**src/sv/gfpd_pkg.sv**
```systemverilog
// Shared constants, result and request codes, and the cell control bundle
// for the GF(2^m) polynomial long divider. Depends on nothing else.
package gfpd_pkg;

    // Default sizing of the divider.
    localparam int MAX_DEGREE_DEF  = 32;
    localparam int SYMBOL_BITS_DEF = 8;

    // Fixed port widths.
    localparam int COEF_W  = 8;
    localparam int VALUE_W = 8;
    localparam int KIND_W  = 2;
    localparam int POLY_W  = 9;

    localparam logic [POLY_W-1:0] POLY_RESET = 9'h11D;

    // Request type codes.
    localparam logic REQ_DIVISOR  = 1'b0;
    localparam logic REQ_DIVIDEND = 1'b1;

    // Result kind codes.
    localparam logic [KIND_W-1:0] KIND_QUOT = 2'd0;
    localparam logic [KIND_W-1:0] KIND_REM  = 2'd1;
    localparam logic [KIND_W-1:0] KIND_ERR  = 2'd2;

    // Operation broadcast from the controller to every cell of the chain.
    typedef struct packed {
        logic clear;    // start of a divisor load: wipe divisor and window
        logic wr;       // write the incoming divisor symbol at the addressed cell
        logic norm;     // scale the stored divisor by the lead inverse
        logic step;     // one long division step on a dividend symbol
        logic shift;    // move the window one place towards cell 0
    } t_cell_ctl;

endpackage

```
**src/sv/gfpd_mul.sv**
```systemverilog
// Combinational GF(2^m) symbol multiplier, reduced by a run-time polynomial.
// Depends on gfpd_pkg for its default symbol width.
module gfpd_mul import gfpd_pkg::*; #(
    parameter int SYM_W = SYMBOL_BITS_DEF
) (
    input  logic [SYM_W-1:0] i_a,
    input  logic [SYM_W-1:0] i_b,
    input  logic [SYM_W-1:0] i_poly,
    output logic [SYM_W-1:0] o_p
);

    logic [SYM_W-1:0] acc;

    // Horner form: double and reduce, then add the multiplicand per bit of b.
    always_comb begin
        acc = '0;
        for (int i = SYM_W - 1; i >= 0; i--) begin
            acc = {acc[SYM_W-2:0], 1'b0} ^ (acc[SYM_W-1] ? i_poly : '0);
            if (i_b[i]) begin
                acc = acc ^ i_a;
            end
        end
        o_p = acc;
    end

endmodule

```
**config.mk**
```make
export PLATFORM = sky130hd
export DESIGN_NAME = gfpd_mul
export DESIGN_NICKNAME = d
export VERILOG_FILES = /design/src/sv/gfpd_pkg.sv /design/src/sv/gfpd_mul.sv
export SDC_FILE = /design/constraint.sdc
export NUM_CORES = 1
export LEC_CHECK = 0
export CAP_MARGIN = 25
export CORE_MARGIN = 3
export CORE_UTILIZATION = 58
export DETAILED_ROUTE_END_ITERATION = 16
export DONT_BUFFER_PORTS = 1
export PLACE_DENSITY = 0.76
export SETUP_SLACK_MARGIN = 0.02
export SYNTH_ARGS = -nofsm -noshare
export SYNTH_HDL_FRONTEND = slang
export SYNTH_SLANG_ARGS = --single-unit
export TNS_END_PERCENT = 30
```
**constraint.sdc**
```tcl
create_clock -name vclk -period 7.19
set_clock_uncertainty 0.05 [all_clocks]
set_input_delay 1.0785 -clock vclk [all_inputs]
set_output_delay 1.0785 -clock vclk [all_outputs]
set_load 0.03 [all_outputs]
```
# Word level (Yosys, flattened, before mapping)
# Cells that the tools add are included.
# totals
word_cells	29
register_bits	0
out_inout_bits	8
# op_classes
bitwise_logic	14
muxes	15
# ops
op	n
2-to-1 mux 8 bit	15
XOR 8 bit	14

# Logic depth before layout (Yosys ltp)
# logic_depth
word_depth	29
ltp_mapped	15

# Worst setup path after synthesis
# Ideal clock, no wire load.
# synth_path
kind	input port to output port
start	input port i_b[6]
end	output port o_p[6]
path_slack_ns	1.894
path_stages	13
path_buffers	2
required_ns	6.062
arrival_ns	4.168
cell_sequence	buf_2 -> nand2_1 -> xor2_1 -> or3b_4 -> a21o_1 -> a31oi_1 -> mux2i_1 -> xnor3_1 -> buf_6 -> nand2_1 -> o31ai_1 -> a311o_1 -> xnor2_1
# synth_via
elab_chain_len	25
# synth_lines
element	line	source
start, declared	gfpd_mul.sv:7	input logic [SYM_W-1:0] i_b,
2-to-1 mux 8 bit (*)	gfpd_mul.sv:19	if (i_b[i]) begin
2-to-1 mux 8 bit	gfpd_mul.sv:18	acc = {acc[SYM_W-2:0], 1'b0} ^ (acc[SYM_W-1] ? i_poly : '0);
XOR 8 bit (*)	gfpd_mul.sv:18	
XOR 8 bit	gfpd_mul.sv:20	acc = acc ^ i_a;
2-to-1 mux 8 bit (*)	gfpd_mul.sv:19	
2-to-1 mux 8 bit	gfpd_mul.sv:18	
XOR 8 bit (*)	gfpd_mul.sv:18	
XOR 8 bit	gfpd_mul.sv:20	
(+9 left out)	--	
2-to-1 mux 8 bit	gfpd_mul.sv:18	
XOR 8 bit (*)	gfpd_mul.sv:18	
XOR 8 bit	gfpd_mul.sv:20	
2-to-1 mux 8 bit (*)	gfpd_mul.sv:19	
2-to-1 mux 8 bit	gfpd_mul.sv:18	
XOR 8 bit (*)	gfpd_mul.sv:18	
XOR 8 bit	gfpd_mul.sv:20	
2-to-1 mux 8 bit (*)	gfpd_mul.sv:19	
end, declared	gfpd_mul.sv:9	output logic [SYM_W-1:0] o_p
# Mark *: on every way between the ends. The rest lies on a longest branch, timed or not.

# Worst setup path in the final report
# layout_path
start	input port i_a[4]
end	output port o_p[6]
# layout_via
elab_chain_len	26
# layout_lines
element	line	source
start, declared	gfpd_mul.sv:6	input logic [SYM_W-1:0] i_a,
2-to-1 mux 8 bit	gfpd_mul.sv:19	
XOR 8 bit	gfpd_mul.sv:18	
XOR 8 bit	gfpd_mul.sv:20	
2-to-1 mux 8 bit	gfpd_mul.sv:19	
XOR 8 bit	gfpd_mul.sv:18	
XOR 8 bit	gfpd_mul.sv:20	
2-to-1 mux 8 bit	gfpd_mul.sv:19	
XOR 8 bit	gfpd_mul.sv:18	
(+10 left out)	--	
2-to-1 mux 8 bit	gfpd_mul.sv:18	
XOR 8 bit (*)	gfpd_mul.sv:18	
XOR 8 bit	gfpd_mul.sv:20	
2-to-1 mux 8 bit (*)	gfpd_mul.sv:19	
2-to-1 mux 8 bit	gfpd_mul.sv:18	
XOR 8 bit (*)	gfpd_mul.sv:18	
XOR 8 bit	gfpd_mul.sv:20	
2-to-1 mux 8 bit (*)	gfpd_mul.sv:19	
# Marked as above.

==> flow_metrics.env <==
export IMPL_status="complete, no violations"
export IMPL_clock_buffers=0
export IMPL_start_util_pct=62.6
export IMPL_syn_area_per_cell_um2=6.72
export IMPL_tns_ps=0
export IMPL_grt_max_degree=24
export IMPL_vias=1959
export IMPL_end_kind="output port"
export IMPL_drive_above_1_share_pct=7.85
export IMPL_ios=32
export IMPL_seqCellArea_um2=0
export IMPL_crit_type="primary input to output port"
export IMPL_setup_viol=0
export IMPL_post_dp_hpwl_mm=3.87
export IMPL_slew_viol_final=0
export IMPL_fmax_mhz=180
export IMPL_start_kind="primary input"
export IMPL_antenna_found_initial=0
export IMPL_area_growth_pct=-4.78
export IMPL_synth_top_area_share_pct=27.0
export IMPL_synth_fp_nets=347
export IMPL_synth_top_cell_by_area="xnor2_1"
export IMPL_grt_pass1_vias=1795
export IMPL_cpMostUsedCell="xnor3_1"
export IMPL_antenna_cells=0
export IMPL_fp_coreArea_mm2=0.00347
export IMPL_layout_nets=319
export IMPL_max_vdd_ir_drop_uv=96.7
export IMPL_synth_cell_types=55
export IMPL_synth_cells=323
export IMPL_via_per_inst=5.78
export IMPL_yosysMostFrequentCell="nand2_1"
export IMPL_hold_path_startpoint="i_a[0]"
export IMPL_worstPathArrival_ps=4440
export IMPL_dieWidth_um=67.2
export IMPL_synthTopCellsByArea="xnor2_1 27%, nand2_1 15%, xor2_1 5.6%, xnor3_1 4.1%, xnor2_2 3.0%"
export IMPL_tightest_slew_ps=850
export IMPL_syn_area_mm2=0.00217
export IMPL_gr_total_overflow=0
export IMPL_period_share_pct=77.4
export IMPL_rsz0062_at_grt="false"
export IMPL_die_area_mm2=0.00452
export IMPL_hold_buffers=0
export IMPL_drt_iter0_drc=202
export IMPL_slowest_stage="xnor2_1"
export IMPL_wirelength_mm=5.01
export IMPL_wl_per_cell_um=14.8
export IMPL_nFlopsAndLatches=0
export IMPL_grt_pass1_wl_mm=8.34
export IMPL_slew_headroom_pct=43.1
export IMPL_cts_setup_buffers=0
export IMPL_final_hold_violation_count=0
export IMPL_io_buffers=0
export IMPL_max_stage_delay_ps=580
export IMPL_ys_seq_area_share_pct=0
export IMPL_holdPathEnd="o_p[0]"
export IMPL_cp_max_fo=12
export IMPL_timing_max_cap_violations=0
export IMPL_drc=0
export IMPL_ant_nets=0
export IMPL_dr_pass1_iters=4
export IMPL_n_fill_cell=334
export IMPL_rows=21
export IMPL_whs_path_depth=2
export IMPL_finish_utilization_pct=59.6
export IMPL_synthTopCellsByCount="87 x nand2_1, 67 x xnor2_1, 15 x clkbuf_1"
export IMPL_yosys_warnings=0
export IMPL_min_path_type="primary input to output port"
export IMPL_gr_usage_all_layers_pct=22.8
export IMPL_leakage_nw=0.816
export IMPL_fin_crit_ps=5560
export IMPL_required_ps=6060
export IMPL_path_cells="a21bo_2 -> a221oi_2 -> o21bai_1 -> nand2_1 -> xnor3_1 -> and2_1 -> xnor3_1 -> nor2_1 -> o211a_1 -> a311o_1 -> xnor2_1"
export IMPL_cts_resized=0
export IMPL_power_density_mw_per_mm2=317
export IMPL_die_h_um=67.2
export IMPL_gp_congestion=0.826
power by group:
part	total [mW]	leakage (nW)	internal (mW)	switching, mW
sequential	0	0	0	0
clock	0	0	0	0
combinational	0.656	0.816	0.248	0.408
routing by layer:
| layer | track usage, % | share of wire [%] |
|---|---|---|
| met1 | 32.6 | 47 |
| met2 | 39.5 | 47 |
| met3 | 1.16 | 5.7 |
| met4 | 1.01 | 0.18 |
| met5 | 0 | 0 |
worst max-delay path by stage:
stage / start / endpoint / slack, ps / depth (start not counted)
6_report: i_a[4] / o_p[6] / 1630 / 11
4_1_cts: i_b[5] / o_p[0] / 1650 / 11
2_1_floorplan: i_b[6] / o_p[6] / 1890 / 13
3_5_place_dp: i_b[5] / o_p[6] / 1660 / 11
5_1_grt: i_a[4] / o_p[0] / 1370 / 11
3_3_place_gp: i_a[4] / o_p[0] / 1710 / 11
through the flow:
stage | std cells | total power [mW] | hold WS (ps) | instance area (um^2) | worst slack (ps)
after CTS | 339 | 0.657 | 2360 | 2070 | 1650
after global routing | 339 | 0.710 | 2390 | 2070 | 1370
after global placement | 339 | 0.647 | 2360 | 2070 | 1710
final | 339 | 0.656 | 2360 | 2070 | 1630
after detailed placement | 339 | 0.654 | 2360 | 2070 | 1660
after floorplan | 323 | 0.622 | 2540 | 2170 | 1890
final cells by class:
| class | count | area (um^2) | share of cell area [%] |
|---|---|---|---|
| Inverter | 10 | 37.5 | 1.81 |
| Multi-Input combinational cell | 283 | 1970 | 95.4 |
| Tap cell | 46 | 57.6 | 2.78 |
kinds of logic after synthesis:
group / share of synthesized area [%]
compound gates: 22.1
xor+xnor: 40.6
buf+inv: 9.16
mux: 0.461
simple gates: 27.8
layout by cell type (no fill, tap or decap), types with 2 or more instances in the layout:
master    instances
o311ai_2          3
a221oi_2          2
a31oi_1           7
a21oi_1           7
o211ai_1          7
o21ai_1           3
nor3_1            4
or2_2             2
nand3_1           3
and2_1            7
a211o_1           2
o311ai_1          2
nand2b_1          3
nand3b_1          2
nor2_1           10
xor2_1           14
inv_1            10
xnor2_1          67
xnor3_1           4
o21ai_0           9
o211a_1           3
xnor2_2           4
nand2_1          87
a21o_1            2
a21bo_2           3
o21bai_1          2
worst max-delay path, delay by kind of cell:
kind                      cells  cell delay, ps
AOI/OAI and AO/OA             5            1270
xor gates and xnor gates      3            1520
and+or+nand+nor               3             560
Note: power is estimated with default switching activity, not from simulation.
