[config.mk]
export PLATFORM = sky130hd
export DESIGN_NAME = gfpd_cell
export DESIGN_NICKNAME = d
export VERILOG_FILES = /design/src/sv/gfpd_pkg.sv /design/src/sv/gfpd_mul.sv /design/src/sv/gfpd_cell.sv
export SDC_FILE = /design/constraint.sdc
export NUM_CORES = 1
export LEC_CHECK = 0
export BUFFER_PORTS_ARGS = -buffer_cell sky130_fd_sc_hd__buf_2
export CORE_UTILIZATION = 50
export CTS_BUF_LIST = sky130_fd_sc_hd__clkbuf_2 sky130_fd_sc_hd__clkbuf_4 sky130_fd_sc_hd__clkbuf_8
export DETAILED_ROUTE_END_ITERATION = 7
export MAX_ROUTING_LAYER = met4
export PLACE_DENSITY = 0.76
export SYNTH_ARGS = -nofsm -noshare
export SYNTH_HDL_FRONTEND = slang
export SYNTH_SLANG_ARGS = --single-unit
export TNS_END_PERCENT = 10
[constraint.sdc]
create_clock -name i_clk -period 5.4 [get_ports i_clk]
set_clock_uncertainty 0.15 [all_clocks]
set_input_delay 1.08 -clock i_clk [delete_from_list [all_inputs] [get_ports i_clk]]
set_output_delay 1.08 -clock i_clk [all_outputs]
set_load 0.05 [all_outputs]
[src/sv/gfpd_pkg.sv]
// Shared constants, result and request codes, and the cell control bundle
// for the GF(2^m) polynomial long divider. Depends on nothing else.
package gfpd_pkg;

    // Default sizing of the divider.
    localparam int MAX_DEGREE_DEF  = 32;
    localparam int SYMBOL_BITS_DEF = 8;

    // Fixed port widths.
    localparam int COEF_W  = 8;
    localparam int VALUE_W = 8;
    localparam int KIND_W  = 2;
    localparam int POLY_W  = 9;

    localparam logic [POLY_W-1:0] POLY_RESET = 9'h11D;

    // Request type codes.
    localparam logic REQ_DIVISOR  = 1'b0;
    localparam logic REQ_DIVIDEND = 1'b1;

    // Result kind codes.
    localparam logic [KIND_W-1:0] KIND_QUOT = 2'd0;
    localparam logic [KIND_W-1:0] KIND_REM  = 2'd1;
    localparam logic [KIND_W-1:0] KIND_ERR  = 2'd2;

    // Operation broadcast from the controller to every cell of the chain.
    typedef struct packed {
        logic clear;    // start of a divisor load: wipe divisor and window
        logic wr;       // write the incoming divisor symbol at the addressed cell
        logic norm;     // scale the stored divisor by the lead inverse
        logic step;     // one long division step on a dividend symbol
        logic shift;    // move the window one place towards cell 0
    } t_cell_ctl;

endpackage

[src/sv/gfpd_mul.sv]
// Combinational GF(2^m) symbol multiplier, reduced by a run-time polynomial.
// Depends on gfpd_pkg for its default symbol width.
module gfpd_mul import gfpd_pkg::*; #(
    parameter int SYM_W = SYMBOL_BITS_DEF
) (
    input  logic [SYM_W-1:0] i_a,
    input  logic [SYM_W-1:0] i_b,
    input  logic [SYM_W-1:0] i_poly,
    output logic [SYM_W-1:0] o_p
);

    logic [SYM_W-1:0] acc;

    // Horner form: double and reduce, then add the multiplicand per bit of b.
    always_comb begin
        acc = '0;
        for (int i = SYM_W - 1; i >= 0; i--) begin
            acc = {acc[SYM_W-2:0], 1'b0} ^ (acc[SYM_W-1] ? i_poly : '0);
            if (i_b[i]) begin
                acc = acc ^ i_a;
            end
        end
        o_p = acc;
    end

endmodule

[src/sv/gfpd_cell.sv]
// One cell of the division chain: holds one divisor coefficient, its scaled
// copy and one remainder symbol. Depends on gfpd_pkg and gfpd_mul.
module gfpd_cell import gfpd_pkg::*; #(
    parameter int SYM_W = SYMBOL_BITS_DEF,
    parameter int LEN_W = $clog2(MAX_DEGREE_DEF + 3),
    parameter int DEG_W = $clog2(MAX_DEGREE_DEF + 1),
    parameter int IDX   = 0
) (
    input  logic             i_clk,
    input  t_cell_ctl        i_ctl,
    input  logic [LEN_W-1:0] i_wr_idx,
    input  logic [DEG_W-1:0] i_deg,
    input  logic [SYM_W-1:0] i_sym,
    input  logic [SYM_W-1:0] i_inv,
    input  logic [SYM_W-1:0] i_w0,
    input  logic [SYM_W-1:0] i_poly,
    input  logic [SYM_W-1:0] i_w_next,
    output logic [SYM_W-1:0] o_w
);

    logic [SYM_W-1:0] r_div, n_div;
    logic [SYM_W-1:0] r_g, n_g;
    logic [SYM_W-1:0] r_w, n_w;
    logic [SYM_W-1:0] mul_a, mul_b, prod;
    logic             hit, tap;

    // This cell keeps divisor coefficient IDX+1 and remainder symbol IDX.
    assign hit = (i_wr_idx == LEN_W'(IDX + 1));
    assign tap = (i_deg == DEG_W'(IDX + 1));

    // The one multiplier scales the divisor, or forms the step product.
    assign mul_a = i_ctl.norm ? r_div : i_w0;
    assign mul_b = i_ctl.norm ? i_inv : r_g;

    gfpd_mul #(
        .SYM_W (SYM_W)
    ) u_mul (
        .i_a    (mul_a),
        .i_b    (mul_b),
        .i_poly (i_poly),
        .o_p    (prod)
    );

    // Next values of the three cell registers.
    always_comb begin
        n_div = r_div;
        n_g   = r_g;
        n_w   = r_w;
        if (i_ctl.clear) begin
            n_div = '0;
            n_w   = '0;
        end
        if (i_ctl.wr && hit) begin
            n_div = i_sym;
        end
        if (i_ctl.norm) begin
            n_g = prod;
        end
        if (i_ctl.step) begin
            n_w = (tap ? i_sym : i_w_next) ^ prod;
        end
        if (i_ctl.shift) begin
            n_w = i_w_next;
        end
    end

    always_ff @(posedge i_clk) begin
        r_div <= n_div;
        r_g   <= n_g;
        r_w   <= n_w;
    end

    assign o_w = r_w;

endmodule

Word-level counts from Yosys, hierarchy flattened:

Cells that the tools add are included.
Widths: inputs -> output; s select.

* flip-flop bits (word level): 24
* latch bits: 0
* RAM bits: 0
* bits in read-only memories: 0
* memories: 0

* add/sub/neg operators: 0
* $mul: 0
* div/mod/pow operators: 0
* $lt $le $gt $ge: 0
* equal/unequal tests: 2
* shift-type cells: 0
* multiplexer cells: 22
* bitwise gates (word level): 15
* reductions and logical operators: 3

Operators by type and width (number)
* $mux 8: 22
* $xor 8x8->8: 15
* $eq 6x1->1 const B: 2
* $reduce_bool 3->1: 1
* $reduce_bool 2->1: 1
* $logic_and 1x1->1: 1

Longest topological paths before layout:

Gate-level depths: netlist of run 1.

* depth after elaboration: 33
* mapped depth: 18
* gate-level depth less buffers: 13

Cells and area by module:

A second synthesis of run 1 with hierarchy kept.

* cell total of the unflattened synthesis: 439
* area, all modules: 3612.2 µm²

Modules (own cells, without submodules)
* gfpd_mul: instances 1, cells each 323, area each 2172.1 µm², seq. area each 0.0 µm²
* gfpd_cell: instances 1, cells each 116, area each 1440.1 µm², seq. area each 720.7 µm²

Least setup slack after synthesis of run 1:

OpenSTA, ideal clock, no wires.

* path type: in2reg
* from: input port i_ctl[2] in the netlist's numbering
* to: register r_w[7] (netlist: o_w[7]), data pin
* data arrival time: 4.918 ns
* required time: 5.098 ns
* slack: 0.180 ns
* stages: 15
* buffers on the path: 2
* cells stage by stage: buf_6 -> mux2_2 -> and4_1 -> or4_1 -> and4b_1 -> a211oi_2 -> nand2_1 -> xnor3_1 -> o211a_1 -> or3_1 -> buf_2 -> and3_4 -> xnor3_1 -> o22a_1 -> o22ai_1

* word-level cells in the longest chain between the ends: 33
* elaborated cells between the ends (all ways): 34
* classes of those cells: mux (19); bitwise (15)

RTL lines
* start: declaration: RTL line gfpd_cell.sv:10 `input t_cell_ctl i_ctl,`
* $mux 8 (on tied branches): RTL line gfpd_cell.sv:32, gfpd_cell.sv:33
* $mux 8: RTL line gfpd_mul.sv:19 `if (i_b[i]) begin`
* $mux 8: RTL line gfpd_mul.sv:18 `acc = {acc[SYM_W-2:0], 1'b0} ^ (acc[SYM_W-1] ? i_poly : '0);`
* $xor 8x8->8: RTL line gfpd_mul.sv:18
* $xor 8x8->8: RTL line gfpd_mul.sv:20 `acc = acc ^ i_a;`
* $mux 8: RTL line gfpd_mul.sv:19
* $mux 8: RTL line gfpd_mul.sv:18
* $xor 8x8->8: RTL line gfpd_mul.sv:18
* [... 18 more ...]
* $mux 8: RTL line gfpd_mul.sv:18
* $xor 8x8->8: RTL line gfpd_mul.sv:18
* $xor 8x8->8: RTL line gfpd_mul.sv:20
* $mux 8 *: RTL line gfpd_mul.sv:19
* $xor 8x8->8 *: RTL line gfpd_cell.sv:60 `n_w = (tap ? i_sym : i_w_next) ^ prod;`
* $mux 8 *: RTL line gfpd_cell.sv:59 `if (i_ctl.step) begin`
* $mux 8 *: RTL line gfpd_cell.sv:62 `if (i_ctl.shift) begin`
* named net n_w[7]: RTL line gfpd_cell.sv:23 `logic [SYM_W-1:0] r_w, n_w;`
* end signal: assignment: RTL line gfpd_cell.sv:70 `r_w <= n_w;`
* end: declaration: RTL line gfpd_cell.sv:23

Mark *: on every way through the listed nets, which the timed path passes. The rest lies on a longest branch.
A chain may end at the register's enable or synchronous reset.

Worst setup path in the final report of run 1:

Ends and elaborated chain as after synthesis.

==> flow_summary_export.csv, run 1 <==
group,metric,value,unit
run_status,outcome,"completed",
worst_setup_path,path_cells,"buf_2, mux2_2, and4_1, or4_1, and4b_1, a211oi_2, nand2_1, xnor3_1, buf_4, nand2_1, xnor3_1, xor2_1, xnor3_1, o22a_1, o22ai_1",
timing,hold_violations,0,
timing,fin_crit_sh,0.937,
route,via_per_inst,5.74,
route,via_count,3411,
yosys,synth_top_family_by_area,"XOR/XNOR gates",
clock_network,cts_tree,"built",
floorplan,coreArea,6790,um^2
timing,setup_viol,0,
timing,fmax,198,MHz
worst_setup_path,crit_fanout,9,
global_route,antenna_found_initial,1,
yosys,synth_compound_area_frac,0.171,
route,drc,0,
floorplan,io_pins,66,
clock_network,cts.path.max_buffers,2,
flow_run,max-cap-violations,0,
yosys,synth_cell_type_count,63,
finish,syn2layout_area_growth,19.8,%
yosys,synth_xor_area_frac,0.260,
global_route,grt_max_degree,31,
timing,tightestPinTransition,505,ps
yosys,muxShareOfSynthArea,0.0940,
yosys,synth_nets,466,
global_route,grt_pass1_vias,3250,
yosys,yosysWarnings,0,
global_route,grt_pass1_wl,15600,um
route,routed_wl,9570,um
clock_network,clk_pin_slew,80,ps
floorplan,fp.dieH,86.0,um
clock_network,clk_latency,260,ps
timing,max-slew-margin-rel,0.654,
worst_setup_path,crit_arrival,5020,ps
worst_setup_path,crit_slowest_cell,"or4_1",
finish,layout.nets,556,
worst_setup_path,critPathTopFamily,"XOR/XNOR gates",
timing,timing.hold.ws,842,ps
yosys,synthCells,408,
yosys,avgSynthCellArea,8.65,um^2
floorplan,fp.dieW,86.0,um
clock_network,cts_root_buf,"clkbuf_8",
placement,gp_congestion,0.918,
clock_network,post_cts_buffers,0,
worst_setup_path,path_class,"in -> reg",
yosys,synth_fa_ha_area_frac,0,
clock_network,ctsHtreeMaxLevel,1,
route,ant_nets,0,
worst_setup_path,cp-start-kind,"primary input",
yosys,async_reset_ff_frac,0,
yosys,ys_seq_area_frac,0.204,
floorplan,num_rows,30,
clock_network,clock_sinks,24,
yosys,synthesis.area,3530,um^2
yosys,ys_ff_latch,24,
timing,final_max_slew_viol_count,0,
worst_setup_path,crit_buf_inv,2,
route,dr.pass1.iters,4,
worst_setup_path,slowest_delay,520,ps
placement,io_buffers,65,
floorplan,initial_core_util,0.519,
worst_setup_path,cp.required,5360,ps
timing,setup_slack,341,ps
finish,layout-drive-gt1-share,0.266,
route,first_iter_violations,293,
worst_setup_path,end_kind,"register",
placement,place_ws,-16.3,ps
timing,rsz0062_at_grt,"no",
route,wl_per_cell,16.1,um
yosys,synth_ff_type,"edfxtp_1",
power_and_ir_drop,powerDensity,831,nW/um^2
power_and_ir_drop,power.leakage,1.93,nW
worst_hold_path,worstHoldPathType,"reg -> reg",
floorplan,die_area,7400,um^2
timing,finalCriticalPeriod,5060,ps
worst_setup_path,path_common_cell,"xnor3_1",
global_route,track_usage,0.275,
power_and_ir_drop,ir_drop,779,uV
global_route,grt_overflow,0,
yosys,synth_edf_count,24,
placement,dpl.hpwl,7720,um
clock_network,cts_made_buffers,3,
yosys,yosys.area_share.simple,0.236,
## metrics by stage
step,std cells,cell area (um^2),TNS [ps],power [mW],util
4_1_cts,593,4220,0,3.50,0.621
5_1_grt,594,4230,0,3.75,0.622
6_report,594,4230,0,3.51,0.622
3_3_place_gp,589,4170,0,3.33,0.614
2_1_floorplan,408,3530,0,2.73,-
3_5_place_dp,589,4170,-16.3,3.37,0.614
## timing repair
item	CTS	global route
setup endpoints to repair	0	1
gates resized for setup	0	1
hold buffers	0	0
## worst paths after layout
path	from	to	slack, ps	cells after the start
hold reg to reg	r_g[0]	r_g[0]	840	4
hold / removal	r_g[0]	r_g[0]	840	4
setup / recovery	i_ctl[2]	o_w[7]	340	15
setup reg to reg	r_div[7]	o_w[7]	930	14
## state kept, by name (all words and copies together), names as in the netlist
signal  count
o_w         8
r_g         8
r_div       8
## placed cells by master (no fill, tap or decap), types with 8 or more instances in the layout
cell,synthesis,final
edfxtp_1,24,24
a21oi_1,18,18
nor2_1,47,47
nand3_1,22,22
xnor2_1,50,50
nand2_1,46,46
buf_2,3,65
and2_1,11,11
inv_1,10,10
xnor3_1,13,13
xor2_1,12,12
a32oi_1,8,8
mux2i_1,24,24
buf_4,0,38
## worst reg2reg max path, stage by stage (launching register included)
cell and delay (ps):
edfxtp_1 550, mux2_4 330, and4_1 190, or4_1 520
and4b_1 290, a211oi_2 300, nand2_1 120, xnor3_1 420
buf_4 180, nand2_1 80, xnor3_1 310, xor2_1 270
xnor3_1 270, o22a_1 200, o22ai_1 140
## cell usage after synthesis, types with 3 or more instances
| cell type | instances | area, um^2 |
|---|---|---|
| mux2i_1 | 24 | 240 |
| and2_1 | 11 | 68.8 |
| inv_1 | 10 | 37.5 |
| nand2_1 | 46 | 173 |
| nor2b_1 | 5 | 31.3 |
| o211ai_1 | 3 | 22.5 |
| nor3_1 | 7 | 35.0 |
| nand3_1 | 22 | 110 |
| buf_2 | 3 | 15.0 |
| xnor3_1 | 13 | 293 |
| a22o_1 | 5 | 43.8 |
| and3_1 | 7 | 43.8 |
| o21ai_0 | 7 | 35.0 |
| a32oi_1 | 8 | 70.1 |
| o21bai_1 | 5 | 37.5 |
| a211o_1 | 3 | 26.3 |
| clkbuf_1 | 12 | 45.0 |
| xor2_1 | 12 | 105 |
| nor4_1 | 4 | 25.0 |
| a31oi_1 | 3 | 18.8 |
| mux2_2 | 3 | 33.8 |
| or3_1 | 3 | 18.8 |
| xnor2_1 | 50 | 438 |
| xnor2_2 | 5 | 81.3 |
| edfxtp_1 | 24 | 721 |
| a21oi_1 | 18 | 90.1 |
| and3b_1 | 3 | 26.3 |
| nor2_1 | 47 | 176 |
## kinds of logic after synthesis
kind of cell    Yosys count
simple gates            170
buf+inv                  28
flops                    24
compound gates           75
xor+xnor                 80
mux                      31
## metal layers
| layer | up-vias | wire length [um] | track usage |
|---|---|---|---|
| li1 | 1657 | - | - |
| met1 | 1619 | 4150 | 0.350 |
| met2 | 114 | 4630 | 0.463 |
| met3 | 21 | 516 | 0.0241 |
| met4 | 0 | 272 | 0.0864 |
| met5 | - | 0 | - |
## where the power goes
| group | total [mW] | internal, mW | switching [mW] |
|---|---|---|---|
| logic | 2.98 | 1.51 | 1.47 |
| registers | 0.423 | 0.375 | 0.0479 |
| clock network | 0.107 | 0.0508 | 0.0564 |
| total | 3.51 | 1.93 | 1.58 |
## layout make-up
type,instances,area (um^2)
multi-input cells,356,2690
clock inverters,1,3.75
flip-flops and latches,24,721
well taps,96,120
diodes,1,2.50
inverters,10,37.5
fillers,565,2570
repair buffers,103,611
clock buffers,3,41.3
Power figures use the tool's default switching activity.
==> run 2: changes to the inputs <==
--- a/config.mk
+++ b/config.mk
@@ -11,7 +11,9 @@
 export DETAILED_ROUTE_END_ITERATION = 7
 export MAX_ROUTING_LAYER = met4
 export PLACE_DENSITY = 0.76
+export SKIP_CTS_REPAIR_TIMING = 1
 export SYNTH_ARGS = -nofsm -noshare
 export SYNTH_HDL_FRONTEND = slang
+export SYNTH_HIERARCHICAL = 1
 export SYNTH_SLANG_ARGS = --single-unit
 export TNS_END_PERCENT = 10
==> flow_summary_export.csv, run 2 <==
group,metric,value,unit
timing,max-slew-margin-rel,0.393,
worst_setup_path,path_cells,"clkbuf_4, mux2_2, nand2_1, xor2_1, or3b_4, nand2_1, xnor3_1, and2_1, xnor2_1, xnor2_1, a31oi_1, o311ai_2, xnor2_2, nor4b_1, a31oi_1, o2bb2ai_1",
worst_hold_path,worstHoldPathType,"reg -> reg",
timing,final_max_slew_viol_count,0,
floorplan,fp.dieH,87.0,um
timing,hold_violations,0,
timing,fmax,192,MHz
floorplan,die_area,7570,um^2
worst_setup_path,crit_arrival,5180,ps
worst_hold_path,holdPathStages,3,
finish,syn2layout_area_growth,16.6,%
floorplan,initial_core_util,0.526,
yosys,synth_cell_type_count,65,
finish,postLayoutCoreUtil,0.613,
yosys,synth_ff_type,"edfxtp_1",
clock_network,cts.path.max_buffers,2,
route,drc,0,
finish,layout_common_cells,"nand2_1 (87), buf_2 (64), xnor2_1 (64), buf_4 (32), edfxtp_1 (24)",
run_status,outcome,"completed",
route,via_count,3445,
clock_network,ctsHtreeMaxLevel,1,
yosys,ys_ff_latch,24,
route,via_per_inst,5.76,
worst_setup_path,crit_buf_inv,1,
finish,fin_area,4210,um^2
worst_setup_path,reg2reg_from,"r_g[6]",
worst_setup_path,critPathTopFamily,"XOR/XNOR gates",
worst_hold_path,min_delay_worst_endpoint,"r_g[0]",
yosys,yosysMostFrequentCell,"nand2_1",
placement,dp.cells,594,
global_route,grt_pass1_wl,16100,um
clock_network,cts_root_buf,"clkbuf_8",
finish,layout_commonest_cell,"nand2_1",
global_route,grt_max_degree,17,
worst_setup_path,cp.required,5380,ps
yosys,synth_nets,497,
yosys,synth_area_leader_cell,"edfxtp_1",
floorplan,io_pins,66,
placement,gp_congestion,0.930,
yosys,yosys-top-cells-count,"nand2_1 (87), xnor2_1 (67), edfxtp_1 (24)",
finish,layout.nets,561,
worst_setup_path,end_kind,"register",
timing,tightestPinTransition,909,ps
placement,io_buffers,65,
yosys,avgSynthCellArea,8.23,um^2
clock_network,cts_made_buffers,3,
worst_setup_path,reg2reg_slack,890,ps
finish,finalNonFillerCells,598,
global_route,grt_pass1_vias,3281,
yosys,yosysWarnings,6,
yosys,synthesis.area,3610,um^2
worst_setup_path,path_class,"in -> reg",
timing,finalCriticalPeriod,5200,ps
floorplan,coreArea,6870,um^2
route,dr.pass1.iters,6,
flow_run,max-cap-violations,0,
worst_setup_path,r2r_cells,15,
global_route,antenna_found_initial,0,
placement,dpl.hpwl,7620,um
floorplan,num_rows,30,
route,ant_nets,0,
timing,setup_viol,0,
route,wl_per_cell,16.3,um
yosys,synth_top_cell_area_share,0.200,
worst_setup_path,timing.rr.end,"o_w[3]",
yosys,synth_edf_count,24,
timing,fin_crit_sh,0.963,
route,first_iter_violations,288,
worst_setup_path,cp-start-kind,"primary input",
worst_setup_path,crit_slowest_cell,"xnor2_1",
placement,place_area,4100,um^2
finish,layout-drive-gt1-share,0.307,
yosys,ys_seq_area_frac,0.200,
global_route,track_usage,0.278,
worst_setup_path,crit_fanout,13,
global_route,grt_overflow,0,
clock_network,clk_latency,270,ps
yosys,synth_area_leaders,"edfxtp_1 (20%), xnor2_1 (16%), nand2_1 (9.0%)",
route,routed_wl,9740,um
clock_network,clock_sinks,24,
clock_network,cts_tree,"built",
finish,antenna_cells,0,
worst_hold_path,hold_start,"r_g[0]",
yosys,synthCells,439,
worst_setup_path,slowest_delay,540,ps
floorplan,fp.dieW,87.0,um
yosys,async_reset_ff_frac,0,
clock_network,clk_pin_slew,80,ps
run 2: area by class of cell:
| class | count | area (um^2) |
|---|---|---|
| Clock inverter | 1 | 30.0 |
| Fill cell | 608 | 2660 |
| Inverter | 11 | 41.3 |
| Clock buffer | 3 | 41.3 |
| Timing Repair Buffer | 97 | 568 |
| Multi-Input combinational cell | 366 | 2690 |
| Sequential cell | 24 | 721 |
| Tap cell | 96 | 120 |
run 2: worst max-delay path by stage:
stage / slack, ps / cells after the start / start / end
3_5_place_dp: -190 / 17 / i_ctl[2] / o_w[5]
4_1_cts: 90 / 17 / i_ctl[2] / o_w[5]
5_1_grt: -3 / 17 / i_ctl[2] / o_w[4]
6_report: 200 / 16 / i_ctl[2] / o_w[3]
2_1_floorplan: 50 / 19 / i_ctl[2] / o_w[6]
3_3_place_gp: -40 / 17 / i_ctl[2] / o_w[5]
run 2: kinds of logic after synthesis:
| family | count (synthesis) | share of synthesized area |
|---|---|---|
| mux | 18 | 0.0554 |
| buf+inv | 49 | 0.0669 |
| xor+xnor | 90 | 0.244 |
| compound gates | 94 | 0.197 |
| simple gates | 164 | 0.238 |
| flops | 24 | 0.200 |
run 2: stage by stage:
stage / worst slack [ps] / TNS (ps) / hold WS [ps]
3_3_place_gp: -40.1 / -72.3 / 881
4_1_cts: 91.4 / 0 / 934
6_report: 200 / 0 / 934
3_5_place_dp: -191 / -606 / 921
2_1_floorplan: 45.9 / 0 / 957
5_1_grt: -3.22 / -3.22 / 954
run 2: tightest hold or removal path: stages, from the launching register on:
cell and delay, ps:
edfxtp_1 330, mux2_2 240, nand2_1 110, xor2_1 220
run 2: metal layers:
| layer | vias to the layer above | routed length (um) | GRT usage |
|---|---|---|---|
| li1 | 1655 | - | - |
| met1 | 1659 | 4490 | 0.386 |
| met2 | 119 | 4680 | 0.449 |
| met3 | 12 | 465 | 0.0246 |
| met4 | 0 | 97 | 0.0455 |
| met5 | - | 0 | - |
Power of run 2 is not shown: default switching activity piles up to over one toggle a cycle in this logic, so the estimate is an artifact.
==> run 3: changes to the inputs <==
--- a/config.mk
+++ b/config.mk
@@ -5,12 +5,12 @@
 export SDC_FILE = /design/constraint.sdc
 export NUM_CORES = 1
 export LEC_CHECK = 0
-export BUFFER_PORTS_ARGS = -buffer_cell sky130_fd_sc_hd__buf_2
 export CORE_UTILIZATION = 50
 export CTS_BUF_LIST = sky130_fd_sc_hd__clkbuf_2 sky130_fd_sc_hd__clkbuf_4 sky130_fd_sc_hd__clkbuf_8
 export DETAILED_ROUTE_END_ITERATION = 7
+export DONT_BUFFER_PORTS = 1
 export MAX_ROUTING_LAYER = met4
-export PLACE_DENSITY = 0.76
+export PLACE_DENSITY = 0.68
 export SKIP_CTS_REPAIR_TIMING = 1
 export SYNTH_ARGS = -nofsm -noshare
 export SYNTH_HDL_FRONTEND = slang
==> flow_summary_export.csv, run 3 (synthesized netlist as in run 2, its figures left out) <==
group,metric,value,unit
finish,layout_commonest_cell,"nand2_1",
worst_setup_path,end_kind,"register",
floorplan,fp.dieW,87.0,um
worst_setup_path,timing.rr.end,"o_w[5]",
finish,layout-drive-gt1-share,0.143,
clock_network,clock_sinks,24,
route,drc,0,
timing,setup_tns,0,ps
worst_hold_path,holdPathStages,0,
clock_network,ctsHtreeMaxLevel,1,
flow_run,max-cap-violations,0,
timing,rsz0062_at_grt,"no",
worst_setup_path,cp-start-kind,"primary input",
route,ant_nets,0,
timing,max-slew-margin-rel,0.456,
floorplan,coreArea,6870,um^2
finish,layout.nets,472,
route,first_iter_violations,224,
clock_network,cts.path.max_buffers,2,
timing,finalCriticalPeriod,5050,ps
global_route,grt_pass1_wl,14900,um
worst_setup_path,r2r_cells,15,
worst_setup_path,cp.required,5360,ps
floorplan,die_area,7570,um^2
worst_setup_path,crit_fanout,24,
run_status,outcome,"completed",
worst_hold_path,worstHoldPathType,"in -> reg",
floorplan,io_pins,66,
finish,layout_common_cells,"nand2_1 (87), xnor2_1 (67), edfxtp_1 (24), mux2_2 (16), and2_1 (15)",
global_route,grt_overflow,0,
worst_setup_path,path_class,"in -> reg",
floorplan,fp.dieH,87.0,um
floorplan,num_rows,30,
clock_network,cts_root_buf,"clkbuf_8",
route,dr.pass1.iters,5,
finish,antenna_cells,0,
timing,hold_violations,0,
worst_setup_path,reg2reg_from,"r_div[7]",
placement,dpl.hpwl,6960,um
global_route,antenna_found_initial,0,
route,via_count,3056,
clock_network,clk_latency,270,ps
route,via_per_inst,6.00,
global_route,grt_max_degree,25,
timing,final_max_slew_viol_count,0,
worst_hold_path,hold_start,"i_ctl[2]",
timing,setup_viol,0,
timing,fin_crit_sh,0.935,
route,wl_per_cell,17.7,um
clock_network,cts_tree,"built",
worst_setup_path,crit_arrival,5010,ps
placement,gp_congestion,0.907,
clock_network,clk_pin_slew,80,ps
clock_network,cts_made_buffers,3,
global_route,grt_pass1_vias,2901,
placement,io_buffers,0,
finish,syn2layout_area_growth,0.727,%
timing,tightestPinTransition,814,ps
timing,fmax,198,MHz
route,routed_wl,9030,um
worst_hold_path,min_delay_worst_endpoint,"r_g[7]",
worst_setup_path,reg2reg_slack,830,ps
floorplan,initial_core_util,0.526,
global_route,track_usage,0.259,
## run 3: changes by cell type in the layout (fill, tap and decap cells not counted), sizes merged
cell	before	now
clkinv	0	1
bufinv	1	0
clkbuf	4	3
buf	96	8
## run 3: routing by layer
| layer | global-route usage | up-vias | wire length, um |
|---|---|---|---|
| met5 | - | - | 0 |
| met4 | 0.0394 | 0 | 63 |
| met3 | 0.0322 | 8 | 550 |
| met2 | 0.399 | 126 | 4160 |
| met1 | 0.370 | 1443 | 4250 |
| li1 | - | 1479 | - |
## run 3: how the worst max path moves through the flow
stage	slack, ps	endpoint	start
global route	110	o_w[5]	i_ctl[2]
floorplan	50	o_w[6]	i_ctl[2]
detailed placement	80	o_w[6]	i_ctl[2]
global placement	180	o_w[6]	i_ctl[2]
finish	350	o_w[5]	i_ctl[2]
CTS	350	o_w[6]	i_ctl[2]
## run 3: layout make-up
class | instances | area, um^2
clock inverters | 1 | 3.75
repair buffers | 8 | 60.1
well taps | 96 | 120
clock buffers | 3 | 41.3
flip-flops and latches | 24 | 721
fillers | 648 | 3230
inverters | 11 | 41.3
multi-input cells | 366 | 2650
## run 3: critical path, stage by stage
cell	delay, ps
mux2_2	450
nand2b_1	220
a221oi_2	370
or2_2	270
nand3_1	100
a31oi_1	230
mux2i_1	290
xnor3_2	570
nor2_1	340
o211ai_1	160
o311ai_2	130
xnor2_1	200
nor4b_1	330
a31oi_1	70
o2bb2ai_1	180
## run 3: metrics by stage
step	setup slack, ps	hold WS, ps	utilization	area [um^2]	instances
3_5_place_dp	79.2	882	0.523	3590	505
4_1_cts	354	769	0.530	3640	509
5_1_grt	107	749	0.530	3640	509
6_report	351	769	0.530	3640	509
3_3_place_gp	177	866	0.523	3590	505
2_1_floorplan	45.9	957	-	3620	439
Power of run 3 is left out for the same reason.
